===== src/rtl/core/cpgl_pkg.sv =====
// Shared types and constants for the codepoint pair glyph lookup block.
package cpgl_pkg;

	// Fixed field widths.
	localparam int KEY_W   = 21;
	localparam int IDX_W   = 10;
	localparam int COUNT_W = 11;
	localparam int KIND_W  = 2;

	// Regional indicator range that maps to the blank glyph.
	localparam logic [KEY_W-1:0] RI_LOW  = 21'h1F1E6;
	localparam logic [KEY_W-1:0] RI_HIGH = 21'h1F1FF;

	// Operation codes of an input word.
	localparam logic CMD_LOAD   = 1'b0;
	localparam logic CMD_LOOKUP = 1'b1;

	// Result kinds.
	typedef enum logic [KIND_W-1:0] {
		KIND_PAIR   = 2'd0,
		KIND_SINGLE = 2'd1,
		KIND_BLANK  = 2'd2,
		KIND_NONE   = 2'd3
	} kind_t;

	// Commands from the controller to the datapath.
	typedef struct packed {
		logic write_entry;
		logic start;
		logic restart;
		logic step;
		logic push_pair;
		logic push_final;
	} cpgl_cmd_t;

	// Status from the datapath to the controller.
	typedef struct packed {
		logic done;
		logic hit;
		logic pair_ok;
	} cpgl_status_t;

endpackage


===== src/rtl/core/cpgl_ctrl.sv =====
// Controller: handshakes and sequencing of the pair search and the single search.
module cpgl_ctrl import cpgl_pkg::*; (
	input  logic          clk,
	input  logic          arst_n,
	input  logic          in_valid,
	input  logic          in_op,
	output logic          in_ready,
	output logic          out_valid,
	input  logic          out_ready,
	input  cpgl_status_t  status,
	output cpgl_cmd_t     cmd
);

	typedef enum logic [1:0] {
		S_IDLE,
		S_PAIR,
		S_SINGLE
	} state_t;

	state_t state_q;
	logic   out_valid_q;
	logic   accept;
	logic   can_push;
	logic   pair_win;

	assign in_ready  = state_q == S_IDLE;
	assign accept    = in_valid && in_ready;
	assign can_push  = !out_valid_q || out_ready;
	assign pair_win  = status.hit && status.pair_ok;
	assign out_valid = out_valid_q;

	// Commands to the datapath.
	always_comb begin
		cmd             = '0;
		cmd.write_entry = accept && (in_op == CMD_LOAD);
		cmd.start       = accept && (in_op == CMD_LOOKUP);
		cmd.step        = (state_q == S_PAIR) || (state_q == S_SINGLE);
		cmd.restart     = (state_q == S_PAIR) && status.done && !pair_win;
		cmd.push_pair   = (state_q == S_PAIR) && status.done && pair_win && can_push;
		cmd.push_final  = (state_q == S_SINGLE) && status.done && can_push;
	end

	// State and output valid.
	always_ff @(posedge clk or negedge arst_n) begin
		if (!arst_n) begin
			state_q     <= S_IDLE;
			out_valid_q <= 1'b0;
		end else begin
			if (cmd.push_pair || cmd.push_final) begin
				out_valid_q <= 1'b1;
			end else if (out_ready) begin
				out_valid_q <= 1'b0;
			end
			unique case (state_q)
				S_IDLE: begin
					if (cmd.start) begin
						state_q <= S_PAIR;
					end
				end
				S_PAIR: begin
					if (cmd.restart) begin
						state_q <= S_SINGLE;
					end else if (cmd.push_pair) begin
						state_q <= S_IDLE;
					end
				end
				S_SINGLE: begin
					if (cmd.push_final) begin
						state_q <= S_IDLE;
					end
				end
				default: begin
					state_q <= S_IDLE;
				end
			endcase
		end
	end

endmodule


===== config.mk =====
export PLATFORM = sky130hd
export DESIGN_NAME = cpgl_ctrl
export DESIGN_NICKNAME = d
export VERILOG_FILES = /design/src/rtl/core/cpgl_pkg.sv /design/src/rtl/core/cpgl_ctrl.sv
export SDC_FILE = /design/constraint.sdc
export NUM_CORES = 1
export LEC_CHECK = 0
export ABC_AREA = 0
export BUFFER_PORTS_ARGS = -buffer_cell sky130_fd_sc_hd__clkbuf_2
export CAP_MARGIN = 40
export CORE_AREA = 2 2 39 41
export DETAILED_ROUTE_END_ITERATION = 8
export DIE_AREA = 0 0 41 43
export PLACE_DENSITY_LB_ADDON = 0.3
export SYNTH_ARGS = -nofsm -noshare
export SYNTH_HDL_FRONTEND = slang
export SYNTH_SLANG_ARGS = --single-unit

===== constraint.sdc =====
create_clock -name clk -period 2 [get_ports clk]
set_input_delay 0.1 -clock clk [delete_from_list [all_inputs] [get_ports clk]]
set_output_delay 0.1 -clock clk [all_outputs]
set_load 0.01 [all_outputs]

; ---- Word-level counts from Yosys, hierarchy flattened
; Index checks and enable logic that the tools add are counted.
; W data, S select, Z words.
[word_totals]
register_bits = 3
inputBits = 8
out_inout_bits = 8
word_cells = 33
[op_classes]
n_eq_ne = 5
n_mux = 7
bitwise = 1
reduce_logical = 18
[op_table]
columns = op, n
row1 = $logic_and A1 B1 Y1, 10
row2 = $mux W2, 4
row3 = $pmux W2 S3, 1
row4 = $logic_or A1 B1 Y1, 3
row5 = $ne A3 B3 Y1 const B, 1
row6 = $reduce_and A3 Y1, 1
row7 = $eq A2 B1 Y1 const B, 1
row8 = $eq A2 B2 Y1 const B, 1
row9 = $logic_not A1 Y1, 2
row10 = $logic_not A2 Y1, 1
row11 = $mux W1, 2
row12 = $ne A2 B1 Y1 const B, 1
row13 = $ne A2 B2 Y1 const B, 1
row14 = $reduce_bool A2 Y1, 1
row15 = $not A1 Y1, 1

; ---- Depth between registers and ports, before layout
[depth]
ltp_word = 7
depth_mapped = 5
ltp_nobuf = 5

; ---- Worst setup path after synthesis
; Ideal clock, no wire load.
[synth_path]
path_type = flip-flop to flip-flop
from = reg state_q[0]
to = reg state_q[0]
setup_time_ns = 0.128
arrival_ns = 1.347
setup_slack_ns = 0.525
stages_incl_launch_ff = 6
path_buffers = 0
period_less_slack_ns = 1.475
path_cell_list = dfrtp_1 -> inv_1 -> ha_1 -> a21boi_1 -> a221oi_2 -> mux2_1
[synth_via]
elab_cells_between_ends = 17
[synth_rtl]
columns = item, line
row1 = from (decl), cpgl_ctrl.sv:20  ; state_t state_q;
row2 = from (signal assigned), cpgl_ctrl.sv:46  ; state_q <= S_IDLE;
row3 = from (signal assigned), cpgl_ctrl.sv:57  ; state_q <= S_PAIR;
row4 = from (signal assigned), cpgl_ctrl.sv:62  ; state_q <= S_SINGLE;
row5 = $logic_not A2 Y1 (*), cpgl_ctrl.sv:26  ; assign in_ready = state_q == S_IDLE;
row6 = named net in_ready, cpgl_ctrl.sv:7  ; output logic in_ready,
row7 = $logic_and A1 B1 Y1, cpgl_ctrl.sv:27  ; assign accept = in_valid && in_ready;
row8 = $logic_and A1 B1 Y1, cpgl_ctrl.sv:36  ; cmd.start = accept && (in_op == CMD_LOOKUP);
row9 = $ne A2 B1 Y1 (no line), n/a
row10 = $reduce_and A3 Y1 (no line), n/a
; The timed path passes the listed nets; every way through them passes the cells marked *.
; A chain may end at the register's enable or synchronous reset.

; ---- Worst setup path after layout
[layout_path]
from = reg state_q[0]
to = reg state_q[0]
[layout_via]
elab_chain_len = 6
elab_cells_between_ends = 17
[layout_lines]
columns = item, line
row1 = $eq A2 B1 Y1, "cpgl_ctrl.sv:38, cpgl_ctrl.sv:39, cpgl_ctrl.sv:54"
row2 = $logic_and A1 B1 Y1, "cpgl_ctrl.sv:38, cpgl_ctrl.sv:39"
row3 = $logic_and A1 B1 Y1 (2 in series), cpgl_ctrl.sv:39  ; cmd.push_pair = (state_q == S_PAIR) && status.done && pair_win && can_push;
row4 = $ne A3 B3 Y1 (no line), n/a
row5 = $reduce_and A3 Y1 (no line), n/a
; Several ways; a longest one is shown, not always the timed one.

==> qor_table.md <==
| Result | Value |
|---|---|
| I/O pin cnt | 16 |
| All-layer global routing usage | 8.225% |
| Clock slew at the register clock pins of the worst setup and hold paths | 0.04 ns |
| Overall power of the completed layout | 506.7 uW |
| Number of synthesized register bits | 3 |
| Die W | 41 um |
| Leakage power of the design | 0.2196 nW |
| Global placement routability congestion | 0.6731 |
| Post-synth design cell area | 265.3 um2 |
| Post-detail-place hpwl | 493.1 um |
| Routed wire length | 567 um |
| GRT overflow | 0 |
| Vias per Instance | 4.094 |
| Diodes inserted | 0 |
| Maximum net fanout on the critical path | 4 |
| Die span in y | 43 um |
| Maximum VDD drop | 538.3 uV |
| Pins Over Slew Limit | 0 |
| Via total after detailed routing | 262 |
| Clock root cell | sky130_fd_sc_hd__clkbuf_4 |
| Startpoint Class | flip-flop |
| Number of warning messages in the yosys log | 0 |
| Type of the worst min-delay path | in2async |
| Instance count of the mapped netlist | 28 |
| Clock Tree Buf Depth | 2 |
| Avg Cell Area, Syn | 9.473 um2 |
| Total CTS buffers | 3 |
| Detailed-route wire length per cell | 8.859 um |
| Unrepaired setup endpoints after global routing | false |
| Number of distinct library cell variants in the gate-level netlist after synthesis | 18 |
| Number of cell rows | 14 |
| # setup viols final | 0 |
| Max Clock Freq | 0.6500 GHz |
| Number of maximum-capacitance constraint violations | 0 |
| Share of post-route cells with drive strength above 1 | 45.83% |
| Arrival time of the worst setup path | 1.64 ns |
| Starting Density | 19.17% |
| Wire length of the first global-routing pass | 966 um |
| Time the final worst path needs with I/O delays and setup | 1.538 ns |
| Layout-stage area growth over the synthesis result | 49.53% |
| Net count, final | 61 |
| Detailed-routing iteration count for the pre-antenna-repair pass | 2 |
| Vias in the first global route | 249 |
| Clock latency on the worst-skew pair | 0.23 ns |
| WP data required | 2.11 ns |
| Number of antenna violations at the first check in global routing | 0 |
| Sequential area share after synthesis | 28.30% |
| TritonCTS clock tree | done |
| Transition time at the pin with the least slew margin | 0.2422 ns |
| Total power per unit cell area | 1278 nW/um2 |
| Class of the most critical setup path | reg2reg |
| Type of element capturing the critical path | flip-flop |
| Count of nets left with antenna violations after detail routing | 0 |
| DRC viols | 0 |
| Largest net degree at the start of global routing | 6 |
| Commonest cells after routing, fill and taps aside | 15 x sky130_fd_sc_hd__clkbuf_2, 4 x sky130_fd_sc_hd__ha_1, 3 x sky130_fd_sc_hd__inv_1, 3 x sky130_fd_sc_hd__clkbuf_4, 3 x sky130_fd_sc_hd__dfrtp_1 |
| Area of the core | 1384 um2 |
| Worst Skew | 0.00006309 ns |
| Initial drt markers | 5 |
| Final-layout setup total negative slack | 0 ns |
| Number of levels the H-tree was split into | 1 |
| Status | finished, final reports clean |
| Commonest non-fill, non-tap cell in the layout | sky130_fd_sc_hd__clkbuf_2 |
| Number of sinks driven by the clock tree | 3 |
| Overall die area | 1763 um2 |
| Post-synthesis net count | 40 |
| Final count of hold timing violations | 0 |
| Post-CTS Setup Inserts | 0 |
| Period utilisation layout | 76.92% |
| Count of input and output buffers | 15 |
| Worst slew slack as a fraction of its limit | 83.85% |
area by class of cell:
type	count	area, um2
fill	155	987.2
clock buffer	4	26.28
tap	16	20.02
multi-input combinational	22	178.9
timing repair buffer	16	85.08
sequential	3	75.07
inverter	3	11.26
logic make-up (layout without fill, tap and decap cells):
family	after synthesis	in the layout	synth area share [%]
adder cells (fa/ha/maj)	4	4	18.87
AO/OA/AOI/OAI	7	7	19.81
flip-flops	3	3	28.30
buffers and inverters	3	23	4.245
multiplexers	1	1	4.245
AND/OR/NAND/NOR	10	10	24.53
timing repair:
item,4_1_cts,5_1_grt
hold buffers,1,0
gates resized for setup,0,0
hold endpoints to repair,3,0
through the flow:
| stage | instances | setup slack, ns | util (%) | cell area (um2) | hold slack [ns] |
|---|---|---|---|---|---|
| after CTS | 64 | 0.4673 | 28.66 | 396.6 | 0.2009 |
| after global routing | 64 | 0.3530 | 28.66 | 396.6 | 0.2028 |
| final | 64 | 0.4616 | 28.66 | 396.6 | 0.1972 |
| after global placement | 59 | 0.4733 | 26.04 | 360.3 | -0.09905 |
| after detailed placement | 59 | 0.4807 | 26.04 | 360.3 | -0.1008 |
| after floorplan | 28 | 0.5251 | - | 265.3 | -0.1956 |
registers in the layout, indices dropped and copies added (netlist names):
register,cells
state_q,2
out_valid,1
cell usage after synthesis, drive strengths merged:
cell | number | area share, %
ha | 4 | 19
and3 | 3 | 7.5
dfrtp | 3 | 28
inv | 3 | 4.2
nand2 | 3 | 7.1
nor2 | 2 | 2.8
o21ai | 2 | 3.8
a21boi | 1 | 2.8
a21oi | 1 | 1.9
a221oi | 1 | 5.7
a31oi | 1 | 2.4
mux2 | 1 | 4.2
nand2b | 1 | 5.2
nand3 | 1 | 1.9
o2bb2ai | 1 | 3.3
where the power goes:
group,total (mW),internal [mW],switching [mW]
Combinational,0.293,0.132,0.162
Sequential,0.110,0.0885,0.0216
Clock,0.103,0.0746,0.0285
Total,0.507,0.295,0.212
per-layer routing:
layer / up-vias / track usage (%) / part of all wire (%)
met4: 0 / 4.000 / 0
met3: 0 / 3.141 / 5.8
li1: 138 / - / -
met5: - / 0 / 0
met2: 9 / 11.88 / 50
met1: 115 / 10.26 / 44
critical path: stages, from the launching register on:
cell	delay, ns
sky130_fd_sc_hd__dfrtp_1	0.36
sky130_fd_sc_hd__inv_1	0.09
sky130_fd_sc_hd__ha_1	0.24
sky130_fd_sc_hd__a21boi_1	0.16
sky130_fd_sc_hd__a221oi_2	0.22
sky130_fd_sc_hd__mux2_1	0.35
worst paths after layout:
path	start	end	slack [ns]	depth (start not counted)
hold / removal	arst_n	out_valid$_DFFE_PN0P_	0.20	2
min in group clk	status[2]	out_valid$_DFFE_PN0P_	0.20	3
max in group asynchronous	arst_n	state_q[1]$_DFFE_PN0P_	1.69	2
setup / recovery	state_q[0]$_DFFE_PN0P_	state_q[0]$_DFFE_PN0P_	0.46	5
hold reg to reg	state_q[0]$_DFFE_PN0P_	state_q[0]$_DFFE_PN0P_	0.53	1
setup reg to reg	state_q[0]$_DFFE_PN0P_	state_q[0]$_DFFE_PN0P_	0.46	5
Power figures use the tool's default switching activity.
